File: src/design/kbs_pkg.sv
// ----------------------------------------------------------------------------
// kbs_pkg
// Shared types and constants for the keyframe bracket search block.
// ----------------------------------------------------------------------------
`default_nettype none

package kbs_pkg;

  localparam int MAX_KEYFRAMES_DEF = 64;

  // Field widths
  localparam int KEY_IDX_W  = 6;
  localparam int TIME_W     = 31;
  localparam int QTIME_W    = 32;
  localparam int CNT_CFG_W  = 7;
  localparam int PROG_W     = 17;
  localparam int FRAC_BITS  = 16;
  localparam int CFG_IDX_W  = 2;
  localparam int IN_DATA_W  = 72;
  localparam int OUT_DATA_W = 32;

  // Operation codes (in_tuser)
  localparam logic OP_LOAD  = 1'b0;
  localparam logic OP_QUERY = 1'b1;

  // Config register indexes
  localparam logic [CFG_IDX_W-1:0] CFG_ANIM_LENGTH = 2'd0;
  localparam logic [CFG_IDX_W-1:0] CFG_KEY_COUNT   = 2'd1;

  localparam logic [PROG_W-1:0] Q_ONE = 17'h10000;

  typedef struct packed {
    logic write_key;   // store the load word into the table
    logic load_query;  // latch query time and count
    logic scan_start;
    logic div_start;
    logic out_load;
  } kbs_cmd_t;

  typedef struct packed {
    logic q_invalid;
    logic scan_done;
    logic div_done;
    logic out_free;
  } kbs_sts_t;

endpackage

`default_nettype wire

File: src/design/keyframe_bracket_search.sv
// ----------------------------------------------------------------------------
// keyframe_bracket_search
// Keyframe table with bracket lookup and Q1.16 progression between keys.
// ----------------------------------------------------------------------------
// Load words (tuser = 0) write one timestamp into the table and give no
// result. Query words (tuser = 1) give one result word: an out-of-range
// time or an empty table returns found = 0 without a scan; otherwise the
// table RAM is scanned one entry per cycle and a 16-step restoring divider
// forms the fraction. The block takes a new word only when the previous
// query has reached the result register; a waiting result does not block
// loads.
`default_nettype none

module keyframe_bracket_search #(
  parameter int MAX_KEYFRAMES = kbs_pkg::MAX_KEYFRAMES_DEF
) (
  input  wire logic                                 clk,
  input  wire logic                                 rst_n,
  // config port
  input  wire logic                                 cfg_we,
  input  wire logic [kbs_pkg::CFG_IDX_W-1:0]        cfg_index,
  input  wire logic [kbs_pkg::TIME_W-1:0]           cfg_wdata,
  // input stream
  input  wire logic                                 in_tvalid,
  output logic                                      in_tready,
  // [5:0] key_index, [36:6] key_time, [68:37] query_time, [71:69] zero
  input  wire logic [kbs_pkg::IN_DATA_W-1:0]        in_tdata,
  // [0] operation
  input  wire logic                                 in_tuser,
  // result stream
  output logic                                      out_tvalid,
  input  wire logic                                 out_tready,
  // [5:0] prev_index, [11:6] next_index, [28:12] progression, [31:29] zero
  output logic [kbs_pkg::OUT_DATA_W-1:0]            out_tdata,
  // [0] found
  output logic                                      out_tuser
);

  kbs_pkg::kbs_cmd_t cmd;
  kbs_pkg::kbs_sts_t sts;

  logic [kbs_pkg::KEY_IDX_W-1:0] prev_idx, next_idx;
  logic [kbs_pkg::PROG_W-1:0]    prog;

  kbs_ctrl u_ctrl (
    .clk       (clk),
    .rst_n     (rst_n),
    .in_tvalid (in_tvalid),
    .in_tready (in_tready),
    .in_op     (in_tuser),
    .sts       (sts),
    .cmd       (cmd)
  );

  kbs_dp #(
    .MAX_KEYFRAMES (MAX_KEYFRAMES)
  ) u_dp (
    .clk        (clk),
    .rst_n      (rst_n),
    .cfg_we     (cfg_we),
    .cfg_index  (cfg_index),
    .cfg_wdata  (cfg_wdata),
    .key_index  (in_tdata[5:0]),
    .key_time   (in_tdata[36:6]),
    .query_time ($signed(in_tdata[68:37])),
    .cmd        (cmd),
    .sts        (sts),
    .out_tready (out_tready),
    .out_valid  (out_tvalid),
    .out_found  (out_tuser),
    .out_prev   (prev_idx),
    .out_next   (next_idx),
    .out_prog   (prog)
  );

  assign out_tdata = {3'b000, prog, next_idx, prev_idx};

endmodule

`default_nettype wire

File: src/design/kbs_ram.sv
// ----------------------------------------------------------------------------
// kbs_ram
// Generic single-write, single-read RAM with registered read data.
// ----------------------------------------------------------------------------
`default_nettype none

module kbs_ram #(
  parameter int WIDTH = 31,
  parameter int DEPTH = 64
) (
  input  wire logic                     clk,
  input  wire logic                     we,
  input  wire logic [$clog2(DEPTH)-1:0] waddr,
  input  wire logic [WIDTH-1:0]         wdata,
  input  wire logic                     re,
  input  wire logic [$clog2(DEPTH)-1:0] raddr,
  output logic      [WIDTH-1:0]         rdata
);

  logic [WIDTH-1:0] mem [DEPTH];

  always_ff @(posedge clk) begin
    if (we) begin
      mem[waddr] <= wdata;
    end
    if (re) begin
      rdata <= mem[raddr];
    end
  end

endmodule

`default_nettype wire

File: src/design/kbs_ctrl.sv
// ----------------------------------------------------------------------------
// kbs_ctrl
// Sequencer for loads and queries: check, scan, divide, deliver.
// ----------------------------------------------------------------------------
`default_nettype none

module kbs_ctrl (
  input  wire logic              clk,
  input  wire logic              rst_n,
  input  wire logic              in_tvalid,
  output logic                   in_tready,
  input  wire logic              in_op,
  input  wire kbs_pkg::kbs_sts_t sts,
  output kbs_pkg::kbs_cmd_t      cmd
);

  localparam logic [2:0] S_IDLE  = 3'd0;
  localparam logic [2:0] S_CHECK = 3'd1;
  localparam logic [2:0] S_SCAN  = 3'd2;
  localparam logic [2:0] S_DIV   = 3'd3;
  localparam logic [2:0] S_OUT   = 3'd4;

  logic [2:0] state_r, state_nxt;
  logic       accept;

  assign in_tready = (state_r == S_IDLE);
  assign accept    = in_tvalid && in_tready;

  always_comb begin
    state_nxt = state_r;
    cmd       = '0;
    unique case (state_r)
      S_IDLE: begin
        if (accept && in_op == kbs_pkg::OP_LOAD) begin
          cmd.write_key = 1'b1;
        end else if (accept) begin
          cmd.load_query = 1'b1;
          state_nxt      = S_CHECK;
        end
      end
      S_CHECK: begin
        if (sts.q_invalid) begin
          state_nxt = S_OUT;
        end else begin
          cmd.scan_start = 1'b1;
          state_nxt      = S_SCAN;
        end
      end
      S_SCAN: begin
        if (sts.scan_done) begin
          cmd.div_start = 1'b1;
          state_nxt     = S_DIV;
        end
      end
      S_DIV: begin
        if (sts.div_done) begin
          state_nxt = S_OUT;
        end
      end
      S_OUT: begin
        if (sts.out_free) begin
          cmd.out_load = 1'b1;
          state_nxt    = S_IDLE;
        end
      end
      default: state_nxt = S_IDLE;
    endcase
  end

  always_ff @(posedge clk) begin
    if (!rst_n) begin
      state_r <= S_IDLE;
    end else begin
      state_r <= state_nxt;
    end
  end

endmodule

`default_nettype wire

File: src/design/kbs_dp.sv
// ----------------------------------------------------------------------------
// kbs_dp
// Datapath: config registers, timestamp table, bracket scan, Q1.16 divider
// and the result register.
// ----------------------------------------------------------------------------
`default_nettype none

module kbs_dp #(
  parameter int MAX_KEYFRAMES = kbs_pkg::MAX_KEYFRAMES_DEF
) (
  input  wire logic                                clk,
  input  wire logic                                rst_n,
  input  wire logic                                cfg_we,
  input  wire logic [kbs_pkg::CFG_IDX_W-1:0]       cfg_index,
  input  wire logic [kbs_pkg::TIME_W-1:0]          cfg_wdata,
  input  wire logic [kbs_pkg::KEY_IDX_W-1:0]       key_index,
  input  wire logic [kbs_pkg::TIME_W-1:0]          key_time,
  input  wire logic signed [kbs_pkg::QTIME_W-1:0]  query_time,
  input  wire kbs_pkg::kbs_cmd_t                   cmd,
  output kbs_pkg::kbs_sts_t                        sts,
  input  wire logic                                out_tready,
  output logic                                     out_valid,
  output logic                                     out_found,
  output logic [kbs_pkg::KEY_IDX_W-1:0]            out_prev,
  output logic [kbs_pkg::KEY_IDX_W-1:0]            out_next,
  output logic [kbs_pkg::PROG_W-1:0]               out_prog
);

  localparam int AW  = $clog2(MAX_KEYFRAMES);
  localparam int CW  = $clog2(MAX_KEYFRAMES + 1);
  localparam int TW  = kbs_pkg::TIME_W;
  localparam int DCW = $clog2(kbs_pkg::FRAC_BITS);

  // Config registers
  logic [TW-1:0]                   anim_len_r;
  logic [kbs_pkg::CNT_CFG_W-1:0]   key_count_r;

  // Query context
  logic [TW-1:0]  t_r;
  logic [CW-1:0]  count_r;
  logic           q_invalid_r;
  logic [CW-1:0]  count_in;

  // Scan
  logic           scan_active_r, issuing_r, dvalid_r, scan_done_r;
  logic [AW-1:0]  rd_idx_r, cmp_idx_r;
  logic [TW-1:0]  prev_time_r;
  logic [TW-1:0]  rd_data;
  logic           hit, at_last, issue_last, scan_hit;

  // Divider
  logic signed [TW:0]               num_r, den_r;
  logic [TW-1:0]                    rem_r;
  logic [kbs_pkg::FRAC_BITS-1:0]    quo_r;
  logic [DCW-1:0]                   div_cnt_r;
  logic                             div_busy_r, div_done_r;
  logic [kbs_pkg::PROG_W-1:0]       prog_r;
  logic [TW:0]                      rem2;
  logic                             ge;

  // Bracket
  logic [AW-1:0] prev_idx_r, next_idx_r;

  // Result register
  logic                          out_valid_r, out_found_r;
  logic [kbs_pkg::KEY_IDX_W-1:0] out_prev_r, out_next_r;
  logic [kbs_pkg::PROG_W-1:0]    out_prog_r;

  logic ram_we;

  assign ram_we = cmd.write_key &&
                  (32'(key_index) < 32'(MAX_KEYFRAMES));

  kbs_ram #(
    .WIDTH (TW),
    .DEPTH (MAX_KEYFRAMES)
  ) u_ram (
    .clk   (clk),
    .we    (ram_we),
    .waddr (AW'(key_index)),
    .wdata (key_time),
    .re    (issuing_r),
    .raddr (rd_idx_r),
    .rdata (rd_data)
  );

  assign count_in = (32'(key_count_r) > 32'(MAX_KEYFRAMES)) ? CW'(MAX_KEYFRAMES)
                                                             : CW'(key_count_r);

  // t is known in [0, anim_length] once the scan runs
  assign hit        = (cmp_idx_r != '0) && (rd_data > t_r);
  assign at_last    = (CW'(cmp_idx_r) == count_r - CW'(1));
  assign issue_last = (CW'(rd_idx_r) == count_r - CW'(1));
  assign scan_hit   = scan_active_r && dvalid_r && hit;

  assign rem2 = {rem_r, 1'b0};
  assign ge   = (rem2 >= {1'b0, den_r[TW-1:0]});

  always_ff @(posedge clk) begin
    if (!rst_n) begin
      anim_len_r    <= '0;
      key_count_r   <= '0;
      scan_active_r <= 1'b0;
      issuing_r     <= 1'b0;
      dvalid_r      <= 1'b0;
      scan_done_r   <= 1'b0;
      div_busy_r    <= 1'b0;
      div_done_r    <= 1'b0;
      out_valid_r   <= 1'b0;
    end else begin
      if (cfg_we) begin
        unique case (cfg_index)
          kbs_pkg::CFG_ANIM_LENGTH: anim_len_r  <= cfg_wdata;
          kbs_pkg::CFG_KEY_COUNT:   key_count_r <= cfg_wdata[kbs_pkg::CNT_CFG_W-1:0];
          default: ;
        endcase
      end

      if (cmd.load_query) begin
        t_r         <= query_time[TW-1:0];
        count_r     <= count_in;
        q_invalid_r <= (count_in == '0) || query_time[kbs_pkg::QTIME_W-1] ||
                       (query_time > $signed({1'b0, anim_len_r}));
      end

      // Scan: one read issued per cycle, compared in the next cycle
      dvalid_r  <= issuing_r && !cmd.scan_start;
      cmp_idx_r <= rd_idx_r;
      if (cmd.scan_start) begin
        rd_idx_r      <= '0;
        issuing_r     <= 1'b1;
        scan_active_r <= 1'b1;
        scan_done_r   <= 1'b0;
      end else begin
        if (issuing_r) begin
          if (issue_last || scan_hit) begin
            issuing_r <= 1'b0;
          end else begin
            rd_idx_r <= rd_idx_r + AW'(1);
          end
        end
        if (scan_active_r && dvalid_r) begin
          if (hit) begin
            num_r         <= $signed({1'b0, t_r}) - $signed({1'b0, prev_time_r});
            den_r         <= $signed({1'b0, rd_data}) - $signed({1'b0, prev_time_r});
            prev_idx_r    <= cmp_idx_r - AW'(1);
            next_idx_r    <= cmp_idx_r;
            scan_active_r <= 1'b0;
            scan_done_r   <= 1'b1;
          end else if (at_last) begin
            // past the last keyframe: wrap to keyframe 0 against the length
            num_r         <= $signed({1'b0, t_r}) - $signed({1'b0, rd_data});
            den_r         <= $signed({1'b0, anim_len_r}) - $signed({1'b0, rd_data});
            prev_idx_r    <= cmp_idx_r;
            next_idx_r    <= '0;
            scan_active_r <= 1'b0;
            scan_done_r   <= 1'b1;
          end else begin
            prev_time_r <= rd_data;
          end
        end
      end

      // Restoring divider, one quotient bit per cycle
      if (cmd.div_start) begin
        scan_done_r <= 1'b0;
        quo_r       <= '0;
        rem_r       <= num_r[TW-1:0];
        div_cnt_r   <= DCW'(kbs_pkg::FRAC_BITS - 1);
        if (num_r[TW] || den_r[TW] || den_r == '0) begin
          prog_r     <= '0;
          div_done_r <= 1'b1;
        end else if (num_r >= den_r) begin
          prog_r     <= kbs_pkg::Q_ONE;   // saturates at one
          div_done_r <= 1'b1;
        end else begin
          div_busy_r <= 1'b1;
          div_done_r <= 1'b0;
        end
      end else if (div_busy_r) begin
        rem_r <= ge ? TW'(rem2 - {1'b0, den_r[TW-1:0]}) : TW'(rem2);
        quo_r <= {quo_r[kbs_pkg::FRAC_BITS-2:0], ge};
        if (div_cnt_r == '0) begin
          prog_r     <= {1'b0, quo_r[kbs_pkg::FRAC_BITS-2:0], ge};
          div_busy_r <= 1'b0;
          div_done_r <= 1'b1;
        end else begin
          div_cnt_r <= div_cnt_r - DCW'(1);
        end
      end else if (cmd.out_load) begin
        div_done_r <= 1'b0;
      end

      // Result register
      if (cmd.out_load) begin
        out_valid_r <= 1'b1;
        out_found_r <= !q_invalid_r;
        out_prev_r  <= q_invalid_r ? '0 : kbs_pkg::KEY_IDX_W'(prev_idx_r);
        out_next_r  <= q_invalid_r ? '0 : kbs_pkg::KEY_IDX_W'(next_idx_r);
        out_prog_r  <= q_invalid_r ? '0 : prog_r;
      end else if (out_tready) begin
        out_valid_r <= 1'b0;
      end
    end
  end

  assign sts.q_invalid = q_invalid_r;
  assign sts.scan_done = scan_done_r;
  assign sts.div_done  = div_done_r;
  assign sts.out_free  = !out_valid_r || out_tready;

  assign out_valid = out_valid_r;
  assign out_found = out_found_r;
  assign out_prev  = out_prev_r;
  assign out_next  = out_next_r;
  assign out_prog  = out_prog_r;

endmodule

`default_nettype wire

File: config.mk
export PLATFORM = sky130hd
export DESIGN_NAME = keyframe_bracket_search
export DESIGN_NICKNAME = d
export VERILOG_FILES = /design/src/design/kbs_pkg.sv /design/src/design/keyframe_bracket_search.sv /design/src/design/kbs_ram.sv /design/src/design/kbs_ctrl.sv /design/src/design/kbs_dp.sv
export SDC_FILE = /design/constraint.sdc
export NUM_CORES = 2
export LEC_CHECK = 0
export BUFFER_PORTS_ARGS = -buffer_cell sky130_fd_sc_hd__buf_2
export CORE_MARGIN = 5
export CORE_UTILIZATION = 40
export DETAILED_ROUTE_END_ITERATION = 6
export PLACE_DENSITY = 0.68
export SYNTH_ARGS = -nofsm -noshare
export SYNTH_HDL_FRONTEND = slang
export SYNTH_SLANG_ARGS = --single-unit
File: constraint.sdc
create_clock -name clk -period 6.5 [get_ports clk]
set_input_delay 0.65 -clock clk [delete_from_list [all_inputs] [get_ports clk]]
set_output_delay 0.65 -clock clk [all_outputs]
set_load 0.005 [all_outputs]
; Yosys cells after proc, flatten, opt, wreduce, memory -nomap -nowiden
; Memories as Yosys holds them, arrays and structs flattened. A register that Yosys moved wholly into a read port is not among the register bits.
; Cells that the tools add are included.
[classes]
n_bitwise = 5
n_reduce_logical = 45
muxes = 63
n_lt_le_gt_ge = 5
eq_ne = 18
add_sub_neg = 9
[ops]
columns = cell, count
row1 = 32-bit two-way mux, 4
row2 = 31-bit by 31-bit subtractor with 32-bit output, 4
row3 = 31-bit two-way mux, 3
row4 = 17-bit two-way mux, 5
row5 = 6-bit two-way mux, 6
row6 = 1-bit two-way mux, 33
row7 = 32-bit by 31-bit greater-or-equal comparator with 1-bit output, 1
row8 = 32-bit greater-or-equal comparator, 1
row9 = 32-bit greater-than comparator, 1
row10 = 32-bit zero test, 1
row11 = 31-bit greater-than comparator, 1
row12 = 31-bit subtractor, 1
row13 = 3-bit two-way mux, 6
row14 = 2-bit AND reduction, 9
row15 = 15-bit two-way mux, 1
row16 = 3-bit one-hot mux with 5 select lines, 1
row17 = 6-bit by 7-bit equality test with 1-bit output, 2
row18 = "2-bit inequality test, second input constant", 6
row19 = 2-bit nonzero test, 6
row20 = 5-bit AND reduction, 2
row21 = 4-bit two-way mux, 2
row22 = 4-bit AND reduction, 2
row23 = "7-bit greater-than comparator, second input constant", 1
row24 = 7-bit zero test, 1
row25 = 24 further kinds, 45
[totals]
memories = 1
ff_bits = 303
out_inout_bits = 35
word_cells = 174
mem_bits_rw = 1984
[mem_list]
columns = name, depth, width, rd, rd_clocked_by_memory_dff, write_ports, line
row1 = u_dp.u_ram.mem, 64, 31, 1, 1, 1, kbs_ram.sv:20  ; logic [WIDTH-1:0] mem [DEPTH];

; Depth between registers and ports, before layout
[logic_depth]
depth_word = 7
ltp_mapped = 15
depth_no_buf = 13

; Cells and area by module
; Synthesis repeated with hierarchy kept, for this count alone.
[unflattened]
hier_cells = 5660
hier_area_um2 = 98075.3
[by_module_without_submodules]
columns = mod, seq_area_each_um2, n_inst, area_per_inst_um2, cells_per_inst
row1 = kbs_ram, 60508.0, 1, 76617.2, 3420
row2 = kbs_dp, 8558.2, 1, 21176.6, 2203
row3 = kbs_ctrl, 60.1, 1, 255.2, 33
row4 = keyframe_bracket_search, 0.0, 1, 26.3, 4

; Least setup slack after synthesis
; No wires, ideal clock.
[synth_timing]
path_type = flip-flop to flip-flop
start = register u_dp.u_ram.rdata[19], read port of u_dp.u_ram.mem
end = register u_dp.den_r[0] (enable)
stages_incl_launch_ff = 15
arrival_time_ns = 6.096
required_time_ns = 5.965
n_path_buf = 4
slack_ns = -0.132
cell_sequence = edfxtp_1 inv_1 ha_1 clkbuf_1 a211oi_1 o211ai_1 o2111ai_1 nand3_1 a221oi_2 o21a_1 o211ai_1 buf_2 buf_2 buf_2 a21oi_1
[synth_between]
elab_chain_cells = 4
[synth_lines]
columns = item, line
row1 = "start, declared", kbs_ram.sv:17  ; output logic [WIDTH-1:0] rdata
row2 = 31-bit greater-than comparator, kbs_dp.sv:91  ; assign hit = (cmp_idx_r != '0) && (rd_data > t_r);
row3 = 1-bit logical AND, kbs_dp.sv:91
row4 = 2-bit nonzero test (no line), --
row5 = 4-bit AND reduction (no line), --
row6 = "end signal, assigned", kbs_dp.sv:145  ; den_r <= $signed({1'b0, rd_data}) - $signed({1'b0, prev_time_r});
row7 = "end signal, assigned", kbs_dp.sv:153  ; den_r <= $signed({1'b0, anim_len_r}) - $signed({1'b0, rd_data});
row8 = "end, declared", kbs_dp.sv:52  ; logic signed [TW:0] num_r, den_r;
; Every way passes these cells.
; A chain may end at the register's enable or synchronous reset.

; Worst setup path in the final report
[layout_timing]
start = register u_ctrl.state_r[0]
end = memory u_dp.u_ram.mem[14][25] (enable)
[layout_between]
elab_chain_cells = 7
[layout_lines]
columns = item, line
row1 = "start, declared", kbs_ctrl.sv:23  ; logic [2:0] state_r, state_nxt;
row2 = "start signal, assigned", kbs_ctrl.sv:74  ; state_r <= state_nxt;
row3 = 3-bit zero test (*), "kbs_ctrl.sv:26, kbs_ctrl.sv:32"
row4 = 1-bit logical AND, kbs_ctrl.sv:27  ; assign accept = in_tvalid && in_tready;
row5 = 1-bit logical AND, kbs_ctrl.sv:34  ; if (accept && in_op == kbs_pkg::OP_LOAD) begin
row6 = 1-bit two-way mux, kbs_ctrl.sv:34
row7 = 2-bit two-way mux (*), kbs_ctrl.sv:32  ; unique case (state_r)
row8 = 1-bit two-way mux (*), kbs_ram.sv:23  ; if (we) begin
row9 = 1-bit two-way mux (implied by the code) (*), kbs_ram.sv:24  ; mem[waddr] <= wdata;
row10 = "end, declared", kbs_ram.sv:20
; Mark *: on every way between the ends. The rest lies on a longest branch, timed or not.

==> impl_metrics.tcl <==
set metrics [dict create \
    start_util_pct 40.1 \
    syn-cell-area_um2 97200 \
    yosysSeqAreaShare_pct 71.1 \
    grt_pass1_vias 49600 \
    cp_top_family "simple AND/OR/NAND/NOR gates" \
    path_max_fanout 18 \
    netlist_top_cells_area "edfxtp_1, mux4_2, ha_1, dfxtp_1, nand2_1" \
    slew_viol_final 0 \
    finalPower_uw 29800 \
    async_reset_ff_share_pct 0 \
    r2r_cells 7 \
    slew_headroom_pct 14.9 \
    regToRegSetupSlack_ns 2.44 \
    wl_per_cell_um 26.4 \
    vdd_drop_max_v 0.000275 \
    grt-ovfl-total 0 \
    die_width_um 503 \
    min_path_cells 1 \
    clockBufferDepth 3 \
    cts_setup_buffers 0 \
    worst-path-buf-inv 2 \
    routed_via_density 5.68 \
    drc_errors 0 \
    p_leak_uw 0.0355 \
    clk_pin_slew_ns 0.06 \
    drt_iter0_drc 5626 \
    cp.required_ns 6.99 \
    synth_top_area_cell "edfxtp_1" \
    synth_edf_count 2270 \
    min_to "u_dp.t_r[17]" \
    rsz0062_at_grt "no" \
    hpwlAfterDp_um 138000 \
    post-route-min-period_ns 4.06 \
    numCtsBuffers 213 \
    vias 49700 \
    antenna_found_initial 22 \
    globalRouteTotalUtil_pct 18.0 \
    hold_viol 0 \
    seq_area_um2 69100 \
    path_class "flip-flop to flip-flop" \
    die_area_um2 253000 \
    core_area_um2 243000 \
    ant_nets 0 \
    area_growth_pct 12.8 \
    cts-root-buf "clkbuf_16" \
    cp_slowest_cell "nor2_4" \
    start_kind "flip-flop" \
    path_cells "nor3_1, nand2_1, nor3_2, buf_4, nand3_1, nor2_4, buf_4" \
    fin_setup_tns_ns 0 \
    power_density_nw_per_um2 272 \
    yosysWarnings 0 \
    crit_path_frequent_cell "buf_4" \
    multiInputGateArea_um2 27100 \
    tightest_slew_ns 1.28 \
    r2r_end "u_dp.u_ram.mem[14][25]" \
    hold_class "input pin to flip-flop" \
    status "complete, no violations" \
    num-fill-cells 20200 \
    syn_avg_cell_area_um2 19.0 \
    period_share_pct 62.5 \
    finalSetupViolations 0 \
    synthDistinctLibCells 86 \
    grt_max_degree 129 \
    drv_cap 0 \
    ys_seq_elements 2318 \
    hold_start "in_tdata[54]" \
    cts_sinks 2318 \
    clk-insertion-delay-late_ns 0.86 \
    num-nets-final 5716 \
    finClkSkew_ns 0.0619 \
    row_count 181 \
    grt_pass1_wl_um 335000 \
    layout-drive-gt1-share_pct 23.7 \
    cts_max_level 4 \
    drt_first_pass_iters 5 \
    die_h_um 503 \
    crit_arrival_ns 4.55 \
    boundaryPins 146 \
    syn-instance-count 5109 \
    ys.flop_type "edfxtp_1" \
    io_buffers 139 \
    max_freq_mhz 246 \
    cts_tree "yes" \
    timing.rr.start "u_ctrl.state_r[0]" \
    synth_top_cell_area_share_pct 70.1 \
    wl_um 231000 \
    place.gp.congestion 0.888 \
    end_kind "flip-flop" \
    max_stage_delay_ns 1.15 \
]
[layout make-up]
type	count	share of cell area [%]
clock buffer	266	5.13
clock inverter	121	1.16
sequential	2318	63.0
multi-input combinational	2409	24.7
tap	3202	3.65
inverter	166	0.568
timing repair buffer	269	1.75
antenna	7	0.0160
[registers in the layout (all words and copies together) (netlist names), 7 cells and up]
name	count
u_dp.u_ram.mem	1984
u_dp.den_r	32
u_dp.num_r	32
u_dp.anim_len_r	31
u_dp.prev_time_r	31
u_dp.rem_r	31
u_dp.t_r	31
u_dp.u_ram.rdata	31
u_dp.out_prog	17
u_dp.prog_r	17
u_dp.quo_r	15
u_dp.count_r	7
u_dp.key_count_r	7
[cells by family after synthesis]
kind of cell    count (synthesis)  synth area share (%)
other cells                     1               0.00386
xor+xnor                      146                  1.32
buf+inv                       384                  1.59
simple gates                  776                  3.75
flops                        2318                  71.1
mux                           679                  15.4
compound gates                577                  3.90
fa+ha+maj                     228                  2.97
[cells in the mapped netlist (3+ instances only)]
library cell  instances
o211ai_1             16
mux2i_1              22
or2_2                10
clkbuf_1            123
xor2_1               61
buf_4                 8
o21ai_0             114
a41oi_1               4
buf_2                53
a21boi_0             38
nand2b_1             41
nor3b_1               6
nor4_1               19
nand3b_1              8
inv_1               166
or3b_2                5
o21bai_1             19
mux4_2              651
o21a_1               30
a21o_1               63
a21oi_1             169
nand2_1             237
ha_1                223
fa_1                  5
edfxtp_1           2270
a31o_2                4
o31a_1                7
nor2_1              227
xnor2_1              85
a211oi_1             14
buf_1                33
o41ai_2               3
nand4_1              28
nand3_1              45
dfxtp_1              48
mux2_2                6
a31oi_1              30
and2_1               19
nor3_1               33
o31ai_1              13
and3_1               12
or3_1                 9
o21ai_1               6
nor2b_1              68
[power by group]
group	internal [µW]	switching (µW)
clock	6930	5430
sequential	16400	46.1
combinational	332	604
total	23700	6080
[how the worst max path moves through the flow]
stage,from,endpoint,slack (ns),depth (start not counted)
after floorplan,u_dp.u_ram.rdata[19],u_dp.den_r[0],1.43,14
after global placement,in_tvalid,u_dp.u_ram.mem[14][19],2.49,7
after detailed placement,in_tvalid,u_dp.u_ram.mem[14][19],2.47,7
after CTS,u_dp.u_ram.rdata[0],u_dp.prev_time_r[25],2.44,12
after global routing,u_dp.u_ram.rdata[9],u_dp.den_r[11],2.22,11
final,u_ctrl.state_r[0],u_dp.u_ram.mem[14][25],2.44,7
[timing repair]
item | CTS | global route
hold endpoints to repair | 19 | 0
gates resized for setup | 0 | 0
hold buffers | 19 | 0
[cell usage in the layout, fill, tap and decap left out, drive strengths merged, types with 61 or more instances in the layout]
cell type	instances
clkbuf	266
a21oi	171
buf	250
a21o	63
o21ai	121
mux4	651
inv	170
ha	223
nor2	227
xor2	61
clkinv	89
nand2	237
edfxtp	2270
nor2b	68
xnor2	85
[layer usage]
layer | GRT usage, % | share of wire, %
met5 | 0 | 0.020
met4 | 3.46 | 1.8
met3 | 4.34 | 9.6
met2 | 28.2 | 47
met1 | 26.0 | 42
[per-stage QoR]
| stage | std cells | worst slack [ns] | hold WS, ns | cell area [µm²] | util, % |
|---|---|---|---|---|---|
| detailed placement | 8345 | 2.47 | 0.482 | 103000 | 42.3 |
| floorplan | 5111 | 1.43 | 0.424 | 97200 | - |
| CTS | 8751 | 2.44 | 0.00324 | 110000 | 45.2 |
| global placement | 8345 | 2.49 | 0.480 | 103000 | 42.3 |
| global route | 8752 | 2.22 | 0.0219 | 110000 | 45.2 |
| finish | 8758 | 2.44 | 0.0646 | 110000 | 45.2 |
(Power assumes the default switching activity.)
